===== config.mk =====
export PLATFORM = sky130hd
export DESIGN_NAME = epu_prng
export DESIGN_NICKNAME = d
export VERILOG_FILES = /design/src/design/epu_pkg.sv /design/src/design/epu_prng.sv
export SDC_FILE = /design/constraint.sdc
export NUM_CORES = 1
export LEC_CHECK = 0
export BUFFER_PORTS_ARGS = -buffer_cell sky130_fd_sc_hd__buf_4
export CORE_MARGIN = 3
export CORE_UTILIZATION = 55
export DETAILED_ROUTE_END_ITERATION = 16
export PLACE_DENSITY = 0.76
export RECOVER_POWER = 25
export SKIP_CTS_REPAIR_TIMING = 1
export SYNTH_ARGS = -nofsm -noshare
export SYNTH_HDL_FRONTEND = slang
export SYNTH_SLANG_ARGS = --single-unit

===== constraint.sdc =====
create_clock -name clk -period 5.2 [get_ports clk]
set_input_delay 0.26 -clock clk [delete_from_list [all_inputs] [get_ports clk]]
set_output_delay 0.26 -clock clk [all_outputs]
set_load 0.05 [all_outputs]

===== src/design/epu_pkg.sv =====
// epu_pkg: shared types, codes and constants of the ember spark engine.
// No dependencies; every other design file imports it.
`default_nettype none

package epu_pkg;

  typedef enum logic [1:0] {
    CMD_TICK  = 2'd0,
    CMD_RESET = 2'd1,
    CMD_READ  = 2'd2,
    CMD_NONE  = 2'd3
  } cmd_t;

  localparam logic [2:0] REG_EMIT_LEFT  = 3'd0;
  localparam logic [2:0] REG_EMIT_RIGHT = 3'd1;
  localparam logic [2:0] REG_EMIT_EDGE  = 3'd2;
  localparam logic [2:0] REG_EMIT_RATE  = 3'd3;
  localparam logic [2:0] REG_INIT_SPEED = 3'd4;
  localparam logic [2:0] REG_LIFETIME   = 3'd5;
  localparam logic [2:0] REG_BASE_SIZE  = 3'd6;
  localparam logic [2:0] REG_SPREAD     = 3'd7;

  localparam logic [23:0] RST_EMIT_RATE  = 24'd38400;
  localparam logic [23:0] RST_INIT_SPEED = 24'd35840;
  localparam logic [23:0] RST_LIFETIME   = 24'd147456;
  localparam logic [15:0] RST_BASE_SIZE  = 16'd512;
  localparam logic [8:0]  RST_SPREAD     = 9'd256;

  localparam logic [31:0] PRNG_SEED   = 32'h1234abcd;
  localparam logic [31:0] PRNG_REFILL = 32'h9e3779b9;
  localparam logic [12:0] DT_MAX      = 13'd6554;
  localparam logic [15:0] SWAY_RATE   = 16'd62582;
  localparam logic [13:0] K_015       = 14'd9830;
  localparam logic [15:0] K_060       = 16'd39322;
  localparam logic [15:0] K_080       = 16'd52429;
  localparam logic [15:0] K_090       = 16'd58982;
  localparam logic [14:0] POLY_A      = 15'd25736;
  localparam logic [13:0] POLY_B      = 14'd10512;
  localparam logic [10:0] POLY_C      = 11'd1160;

  typedef struct packed {
    logic signed [23:0] pos_x;
    logic signed [23:0] pos_y;
    logic signed [23:0] vel_x;
    logic signed [23:0] vel_y;
    logic [23:0]        life_left;
    logic [23:0]        life_total;
    logic [15:0]        spark_size;
    logic [15:0]        sway_seed;
  } spark_t;

  typedef enum logic [4:0] {
    S_IDLE, S_T_SWAY, S_T_ACCUM, S_T_GMUL, S_T_GDT, S_T_SMUL, S_T_SDT,
    S_SP_CHECK, S_SP_X, S_SP_Y, S_SP_F, S_SP_VY, S_SP_VMUL, S_SP_VSCALE,
    S_SP_VX, S_SP_LF, S_SP_LIFE, S_SP_SF, S_SP_SIZE, S_SP_SEED,
    S_U_CHECK, S_U_WAIT, S_U_MOVE, S_U_SINE, S_U_VEL, S_U_PX, S_U_PY,
    S_U_WB, S_RD_WAIT, S_RESULT
  } state_t;

  function automatic logic signed [23:0] sat24(input logic signed [63:0] v);
    logic signed [23:0] r;
    if (v > 64'sd8388607) begin
      r = 24'sh7FFFFF;
    end else if (v < -64'sd8388608) begin
      r = 24'sh800000;
    end else begin
      r = v[23:0];
    end
    return r;
  endfunction

endpackage

`default_nettype wire


===== src/design/epu_prng.sv =====
// epu_prng: 32-bit xorshift generator with zero-state refill.
// Depends on epu_pkg for the seed and refill constants.
`default_nettype none

module epu_prng (
  input  wire logic        clk,
  input  wire logic        rst_n,
  input  wire logic        draw,
  output logic [23:0]      rnd
);
  import epu_pkg::*;

  logic [31:0] state_r;
  logic [31:0] x1, x2, x3;

  always_comb begin
    x1 = state_r ^ (state_r << 13);
    x2 = x1 ^ (x1 >> 17);
    x3 = x2 ^ (x2 << 5);
  end

  assign rnd = x3[23:0];

  always_ff @(posedge clk) begin
    if (!rst_n) begin
      state_r <= PRNG_SEED;
    end else if (draw) begin
      state_r <= (x3 == 32'd0) ? PRNG_REFILL : x3;
    end
  end

endmodule

`default_nettype wire


==> out/results.txt <==
Via-to-Cell Ratio -> 5.69
Die ar. -> 4900 um^2
Worst relative slew slack -> 37.6%
Initial antenna violation count -> 0
GRT Overall Usage -> 21.4%
Design area -> 2480 um^2
Die Wd -> 70.0 um
Post-synth cell types -> 37
Max Freq -> 321 MHz
Wire length per cell -> 16.4 um
Unrepaired setup endpoints after global routing -> no
Ant. Diodes -> 0
Post-route minimum period -> 3120 ps
Dpl cell area -> 2410 um^2
Worst Hold Path Cells -> 2
Skew final -> 3.75 ps
First-pass GRT wire length -> 8.21 mm
Starting DRC count in detailed routing -> 144
Largest Register -> state_r
# setup viols final -> 0
Hold Crit Class -> input pin to flip-flop
Gpl congestion -> 0.850
Async set-reset flop share out of synthesis -> 0%
Hold path endpoint -> state_r[15]$_SDFFE_PN1P_
Skew-Pair Late Insertion Delay -> 290 ps
Cells after synthesis -> 247
Grt ovf -> 0
Syn_nets -> 250
Cell taking the most area after synthesis -> dfxtp_1
YS warnings -> 0
Max cap viols -> 0
Clock transition at path regs -> 70 ps
Setup Crit Path Kind -> flip-flop to flip-flop
Vias in the first global route -> 1651
Seq cells post-synth -> 32
Hold path startpoint -> rst_n
DP HPWL -> 3.54 mm
Clock tree buffer depth -> 2
Most frequent cells in the layout -> 34 x xnor2_1, 32 x dfxtp_1, 26 x nor2_1
Fin. Hold Viols -> 0
Slew Viols, Final -> 0
R2R cell count -> 6
Ys flop type -> dfxtp_1
IO Pins -> 27
Largest net degree at the start of global routing -> 48
CP required -> 5400 ps
Startpoint Class -> flip-flop
Syn avg cell area -> 9.13 um^2
Hold slack -> 287 ps
CP Capture Type -> flip-flop
Crit path max fanout -> 20
# clock sinks -> 32
PortBufs -> 26
Max FFs per register -> 32
WL final -> 5.06 mm
Post-synth EDFFs -> 0
Setup WS post-layout -> 2080 ps
RR Startpoint -> state_r[18]$_SDFFE_PN1P_
Reg-to-Reg End -> state_r[18]$_SDFFE_PN1P_
Ratio of final minimum period to clock period -> 60.0%
Seq/Total Area, Yosys -> 28.4%
Mapped Area -> 2250 um^2
Synth top area cells -> dfxtp_1 28%, xnor2_1 13%, xnor3_1 11%
Commonest non-fill, non-tap cell in the layout -> xnor2_1
Initial Util -> 59.4%
Worst-margin pin slew -> 933 ps
Core area -> 3800 um^2
Setup WS pre-CTS -> 2150 ps
CTS tree -> yes
Layout area overhead -> 10.0%
Pre-antenna DRT Iters -> 4
NumNets Final -> 262
Outcome -> finished clean
Top Registers -> state_r x32
Setup TNS -> 0 ps
H-tree Lvls -> 2
Critical path arrival -> 3320 ps
Antenna-violating nets left -> 0
Clock buffer count from CTS -> 5
Post-synth top area share -> 28.4%
Cell row count -> 22
Share of layout cells above drive strength 1 -> 12.3%
Remaining DRCs -> 0
Vias -> 1751
Clock Tree Root -> clkbuf_8
Reg2reg setup slack -> 2080 ps
Die height -> 70.0 um
stage by stage:
step,util [%],instances
floorplan,-,247
global placement,63.5,300
detailed placement,63.5,300
CTS,65.8,308
global route,65.3,308
finish,65.3,308
routing by layer:
layer | up-vias | wire length [um] | track usage [%]
met2 | 49 | 2310 | 32.5
met1 | 838 | 2370 | 28.6
met3 | 11 | 243 | 4.75
met5 | - | 0 | 0
li1 | 853 | - | -
met4 | 0 | 129 | 10.6
final cells by class:
class / instances / area, um^2
Clock buffer: 8 / 90.1
Inverter: 17 / 63.8
Multi-Input combinational cell: 177 / 1440
Timing Repair Buffer: 26 / 184
Fill cell: 334 / 1320
Tap cell: 48 / 60.1
Sequential cell: 32 / 641
worst max-delay path by stage:
stage	startpoint	to	slack [ps]	cells after the start
final	state_r[18]$_SDFFE_PN1P_	state_r[18]$_SDFFE_PN1P_	2080	6
after global routing	state_r[12]$_SDFFE_PN0P_	state_r[13]$_SDFFE_PN1P_	1790	6
after CTS	state_r[18]$_SDFFE_PN1P_	state_r[18]$_SDFFE_PN1P_	2130	6
after detailed placement	state_r[18]$_SDFFE_PN1P_	state_r[18]$_SDFFE_PN1P_	2150	6
after global placement	state_r[18]$_SDFFE_PN1P_	state_r[28]$_SDFFE_PN1P_	2200	6
after floorplan	state_r[10]$_SDFFE_PN0P_	state_r[0]$_SDFFE_PN1P_	2750	7
cell usage after synthesis (all sizes together), types with 4 or more instances:
library cell / instances
xor2: 21
a21oi: 5
inv: 17
a22oi: 4
a32oi: 6
xor3: 4
o21ai: 10
a31oi: 5
xnor2: 34
dfxtp: 32
xnor3: 11
mux2i: 6
clkbuf: 11
nand2: 14
nand4: 5
buf: 10
nor2: 26
worst max-delay path, cell delays in order (launching register included):
cell and delay (ps):
dfxtp_1 450, xor2_1 530, xnor3_1 440, nand4_1 120, nor4_1 250, nand4_1 770, a32oi_1 470
logic make-up (layout without fill, tap and decap cells):
| family | Yosys count | count (layout) | synth area share [%] |
|---|---|---|---|
| XOR/XNOR | 70 | 70 | 37.3 |
| AND/OR/NAND/NOR | 64 | 64 | 13.4 |
| multiplexers | 6 | 6 | 2.66 |
| flip-flops | 32 | 32 | 28.4 |
| buffers and inverters | 38 | 51 | 7.21 |
| AO/OA/AOI/OAI | 37 | 37 | 10.9 |
Power is left out: the tool's default activity adds up to more than one toggle a clock period on the data nets, which glitch-free logic cannot reach.
