===== src/design/epu_pkg.sv =====
// epu_pkg: shared types, codes and constants of the ember spark engine.
// No dependencies; every other design file imports it.
`default_nettype none

package epu_pkg;

  typedef enum logic [1:0] {
    CMD_TICK  = 2'd0,
    CMD_RESET = 2'd1,
    CMD_READ  = 2'd2,
    CMD_NONE  = 2'd3
  } cmd_t;

  localparam logic [2:0] REG_EMIT_LEFT  = 3'd0;
  localparam logic [2:0] REG_EMIT_RIGHT = 3'd1;
  localparam logic [2:0] REG_EMIT_EDGE  = 3'd2;
  localparam logic [2:0] REG_EMIT_RATE  = 3'd3;
  localparam logic [2:0] REG_INIT_SPEED = 3'd4;
  localparam logic [2:0] REG_LIFETIME   = 3'd5;
  localparam logic [2:0] REG_BASE_SIZE  = 3'd6;
  localparam logic [2:0] REG_SPREAD     = 3'd7;

  localparam logic [23:0] RST_EMIT_RATE  = 24'd38400;
  localparam logic [23:0] RST_INIT_SPEED = 24'd35840;
  localparam logic [23:0] RST_LIFETIME   = 24'd147456;
  localparam logic [15:0] RST_BASE_SIZE  = 16'd512;
  localparam logic [8:0]  RST_SPREAD     = 9'd256;

  localparam logic [31:0] PRNG_SEED   = 32'h1234abcd;
  localparam logic [31:0] PRNG_REFILL = 32'h9e3779b9;
  localparam logic [12:0] DT_MAX      = 13'd6554;
  localparam logic [15:0] SWAY_RATE   = 16'd62582;
  localparam logic [13:0] K_015       = 14'd9830;
  localparam logic [15:0] K_060       = 16'd39322;
  localparam logic [15:0] K_080       = 16'd52429;
  localparam logic [15:0] K_090       = 16'd58982;
  localparam logic [14:0] POLY_A      = 15'd25736;
  localparam logic [13:0] POLY_B      = 14'd10512;
  localparam logic [10:0] POLY_C      = 11'd1160;

  typedef struct packed {
    logic signed [23:0] pos_x;
    logic signed [23:0] pos_y;
    logic signed [23:0] vel_x;
    logic signed [23:0] vel_y;
    logic [23:0]        life_left;
    logic [23:0]        life_total;
    logic [15:0]        spark_size;
    logic [15:0]        sway_seed;
  } spark_t;

  typedef enum logic [4:0] {
    S_IDLE, S_T_SWAY, S_T_ACCUM, S_T_GMUL, S_T_GDT, S_T_SMUL, S_T_SDT,
    S_SP_CHECK, S_SP_X, S_SP_Y, S_SP_F, S_SP_VY, S_SP_VMUL, S_SP_VSCALE,
    S_SP_VX, S_SP_LF, S_SP_LIFE, S_SP_SF, S_SP_SIZE, S_SP_SEED,
    S_U_CHECK, S_U_WAIT, S_U_MOVE, S_U_SINE, S_U_VEL, S_U_PX, S_U_PY,
    S_U_WB, S_RD_WAIT, S_RESULT
  } state_t;

  function automatic logic signed [23:0] sat24(input logic signed [63:0] v);
    logic signed [23:0] r;
    if (v > 64'sd8388607) begin
      r = 24'sh7FFFFF;
    end else if (v < -64'sd8388608) begin
      r = 24'sh800000;
    end else begin
      r = v[23:0];
    end
    return r;
  endfunction

endpackage

`default_nettype wire


===== src/design/epu_sine.sv =====
// epu_sine: five-stage sine unit, quarter-wave polynomial on a quantized angle.
// Depends on epu_pkg for the polynomial constants.
`default_nettype none

module epu_sine #(
  parameter int SINE_ENTRIES = 1024
) (
  input  wire logic               clk,
  input  wire logic               rst_n,
  input  wire logic               start,
  input  wire logic [15:0]        angle,
  output logic                    done,
  output logic signed [16:0]      value
);
  import epu_pkg::*;

  localparam int SHIFT = 16 - $clog2(SINE_ENTRIES);

  logic [15:0] t;
  logic [14:0] x_in;
  logic [14:0] x_r;
  logic [1:0]  q_r;
  logic [14:0] x2_r;
  logic [13:0] y1_r;
  logic [14:0] y2_r;
  logic signed [16:0] value_r;
  logic [4:0]  vld_r;
  logic [29:0] sq;
  logic [25:0] cx;
  logic [28:0] yx;
  logic [29:0] fin;
  logic [15:0] mag;

  always_comb begin
    t = (angle >> SHIFT) << SHIFT;
    x_in = {1'b0, t[13:0]};
    if (t[14]) begin
      x_in = 15'd16384 - {1'b0, t[13:0]};
    end
    sq  = 30'(x_r) * 30'(x_r);
    cx  = 26'(POLY_C) * 26'(x2_r);
    yx  = 29'(y1_r) * 29'(x2_r);
    fin = 30'(x_r) * 30'(y2_r);
    mag = 16'(fin >> 13);
  end

  always_ff @(posedge clk) begin
    if (start) begin
      x_r <= x_in;
      q_r <= t[15:14];
    end
    x2_r <= 15'(sq >> 14);
    y1_r <= POLY_B - 14'(cx >> 14);
    y2_r <= POLY_A - 15'(yx >> 14);
    value_r <= q_r[1] ? -$signed({1'b0, mag}) : $signed({1'b0, mag});
  end

  always_ff @(posedge clk) begin
    if (!rst_n) begin
      vld_r <= '0;
    end else begin
      vld_r <= {vld_r[3:0], start};
    end
  end

  assign done  = vld_r[4];
  assign value = value_r;

  a_sine_latency: assert property (@(posedge clk) disable iff (!rst_n)
    start |-> ##5 done)
    else $error("sine result did not appear five cycles after start");

endmodule

`default_nettype wire


===== config.mk =====
export PLATFORM = sky130hd
export DESIGN_NAME = epu_sine
export DESIGN_NICKNAME = d
export VERILOG_FILES = /design/src/design/epu_pkg.sv /design/src/design/epu_sine.sv
export SDC_FILE = /design/constraint.sdc
export NUM_CORES = 1
export LEC_CHECK = 0
export BUFFER_PORTS_ARGS = -buffer_cell sky130_fd_sc_hd__buf_2
export CAP_MARGIN = 20
export CORE_UTILIZATION = 35
export DETAILED_ROUTE_END_ITERATION = 10
export PLACE_DENSITY_LB_ADDON = 0.12
export RECOVER_POWER = 100
export SLEW_MARGIN = 20
export SYNTH_ARGS = -nofsm -noshare
export SYNTH_HDL_FRONTEND = slang
export SYNTH_SLANG_ARGS = --single-unit

===== constraint.sdc =====
create_clock -name clk -period 9.05 [get_ports clk]
set_clock_uncertainty 0.15 [all_clocks]
set_input_delay 1.81 -clock clk [delete_from_list [all_inputs] [get_ports clk]]
set_output_delay 1.81 -clock clk [all_outputs]
set_load 0.005 [all_outputs]

==> metrics.yaml <==
finalMaxSlewViolations: 0
ys_ff_latch: 76
post-cts-setup-buffer-count: 0
core_area_um2: 50480
regToRegEndpoint: "y2_r[13]"
cts_buffers: 9
holdPathStages: 1
cp-startpoint: "x2_r[5]"
route.detailed.drc: 0
synth.distinct_cells: 79
overflow: 0
ys_top_cells_by_area: "fa_1 (31%), ha_1 (19%), inv_1 (8.3%), dfxtp_1 (7.3%), and2_1 (6.8%)"
start_kind: "register"
syn_area_per_cell_um2: 8.924
die_w_um: 228.8
syn_area_um2: 18000
gr-max-usage-layer: "met2"
htreeDepth: 3
die_area_um2: 52340
areaGrowthSynthToFinish_pct: 6.194
port_buffers: 30
required_ns: 9.19
path_class: "register to register"
synth-async-reset-ratio_pct: 0
relSlewSlack_pct: 22.30
min_to: "vld_r[3]"
vias: 13100
synth_top_area_share_pct: 31.25
regToRegSetupSlack_ns: 0.97
synth_common_cells: "inv_1 (396), fa_1 (281), ha_1 (280), nand2_1 (232), and2_1 (197)"
synth_edf_count: 10
path_clk_slew_ns: 0.07
ioPinCount: 37
clk_latency_ns: 0.38
ant_nets: 0
wirelength_um: 40520
rows: 82
hold_buffers: 0
endpoint_kind: "register"
fill_cells: 5274
grt_max_degree: 25
fin_crit_ns: 8.081
cts.sinks: 76
grt_setup_unrepaired: "false"
yosys_warnings: 0
drtIter0Drc: 474
grtUsageMet1_pct: 23.19
num-nets-final: 2589
rr_worst_depth: 24
cap_violations: 0
place_congestion: 0.7851
ys_seq_area_share_pct: 9.009
yosys.area.top_type: "fa_1"
fin_crit_sh_pct: 89.29
finalSetupViolations: 0
hold_viol: 0
track_usage_pct: 16.75
synth_nets: 2597
path_max_fanout: 9
synth_most_common_cell: "inv_1"
syn_inst: 2017
instances_no_fill: 2686
hold_path.class: "register to register"
min_from: "vld_r[2]"
ctsRootBufferMaster: "clkbuf_16"
cp.arrival_ns: 8.22
wl_per_cell_um: 15.08
placed_cells: 2670
ctsLongestPathBuffers: 2
grt_pass1_vias: 14060
synth_ff_type: "dfxtp_1"
fp.dieH_um: 228.8
post_cts_resize_count: 0
setup_tns_ns: 0
layout-drive-gt1-share_pct: 3.873
met2_usage_pct: 27.90
worst_pin_slew_ns: 1.166
fmax_mhz: 123.7
status: "complete, no violations"
grt_use_met3_pct: 1.397
antenna_cells: 0
post-dp-hpwl_um: 32910
antenna_found_initial: 2
start_util_pct: 35.66
first_pass_iters: 5
grt_pass1_wl_um: 70650
timing.rr.start: "x2_r[5]"
viasPerCell: 4.876
cts_tree: "yes"
## critical path: stages (launching register included)
cell and delay (ns):
dfxtp_1 0.46, clkbuf_1 0.34, and2_0 0.26, fa_1 0.53, inv_1 0.06, fa_1 0.53
inv_1 0.05, fa_1 0.51, inv_1 0.05, fa_1 0.48, inv_1 0.06, fa_1 0.53
inv_1 0.06, fa_1 0.54, inv_1 0.05, ha_1 0.32, nand4_1 0.10, a221oi_1 0.48
o21a_1 0.30, xnor2_1 0.17, o211ai_1 0.21, a2111oi_0 1.00, o211ai_1 0.32, a21oi_1 0.25
xnor2_1 0.17
## cell usage in the layout, fill, tap and decap left out, types with 6 or more instances in the layout
| cell type | n |
|---|---|
| a21oi_1 | 49 |
| o21ai_1 | 6 |
| a21o_1 | 18 |
| dfxtp_1 | 66 |
| a31oi_1 | 6 |
| nor3_1 | 14 |
| and2_0 | 10 |
| ha_1 | 280 |
| clkbuf_1 | 15 |
| nand2_1 | 232 |
| and3_1 | 11 |
| or3_1 | 8 |
| buf_2 | 19 |
| or2_2 | 7 |
| nand4_1 | 10 |
| and2_1 | 187 |
| o21ai_0 | 31 |
| o211ai_1 | 17 |
| o31ai_1 | 6 |
| nor4_1 | 6 |
| inv_1 | 396 |
| xor2_1 | 21 |
| edfxtp_1 | 10 |
| o21a_1 | 15 |
| nor4b_1 | 7 |
| o21bai_1 | 6 |
| nor2_1 | 45 |
| nor2b_1 | 11 |
| clkbuf_16 | 9 |
| nand3_1 | 24 |
| fa_1 | 281 |
| nand2b_1 | 11 |
| buf_4 | 19 |
| xnor2_1 | 68 |
## sequential cells by signal, summed over array words and instances (netlist names)
signal  count
value      17
x2_r       15
y2_r       15
y1_r       14
x_r         9
vld_r       5
q_r         1
## through the flow
step	cell area, um2	hold WS [ns]	setup slack (ns)	utilization (%)
2_1_floorplan	18000	0.2557	2.140	-
3_3_place_gp	18880	0.2762	1.308	37.41
3_5_place_dp	18880	0.2707	1.319	37.41
4_1_cts	19200	0.2924	1.297	38.04
5_1_grt	19110	0.3007	0.4710	37.87
6_report	19110	0.2915	0.9690	37.87
## logic make-up (layout without fill, tap and decap cells)
| logic type | count (synthesis) | after routing | share of synthesized area, % |
|---|---|---|---|
| simple gates | 609 | 609 | 17.48 |
| fa+ha+maj | 561 | 561 | 50.72 |
| buf+inv | 467 | 464 | 9.773 |
| compound gates | 208 | 208 | 8.258 |
| xor+xnor | 90 | 90 | 4.421 |
| flops | 76 | 76 | 9.009 |
| mux | 6 | 6 | 0.3476 |
## layer usage
metal	vias up	wire length (um)
li1	6335	-
met1	6600	20020
met2	128	18940
met3	33	921
met4	0	640
met5	-	0
## worst max path at each step
stage	end	slack [ns]	depth (start not counted)
floorplan	y2_r[14]	2.14	27
global placement	y2_r[14]	1.31	26
detailed placement	y2_r[14]	1.32	28
CTS	y2_r[14]	1.30	28
global route	y2_r[13]	0.47	24
finish	y2_r[13]	0.97	24
## layout make-up
class / instances / area [um2] / area share [%]
Multi-Input combinational cell: 1474 / 14560 / 76.16
Sequential cell: 76 / 1622 / 8.483
Inverter: 396 / 1486 / 7.776
Tap cell: 672 / 840.8 / 4.399
Timing Repair Buffer: 52 / 290.3 / 1.519
Clock buffer: 10 / 229.0 / 1.198
Clock inverter: 6 / 88.84 / 0.4648
Power is not shown: default switching activity piles up to over one toggle a cycle in this logic, so the estimate is an artifact.
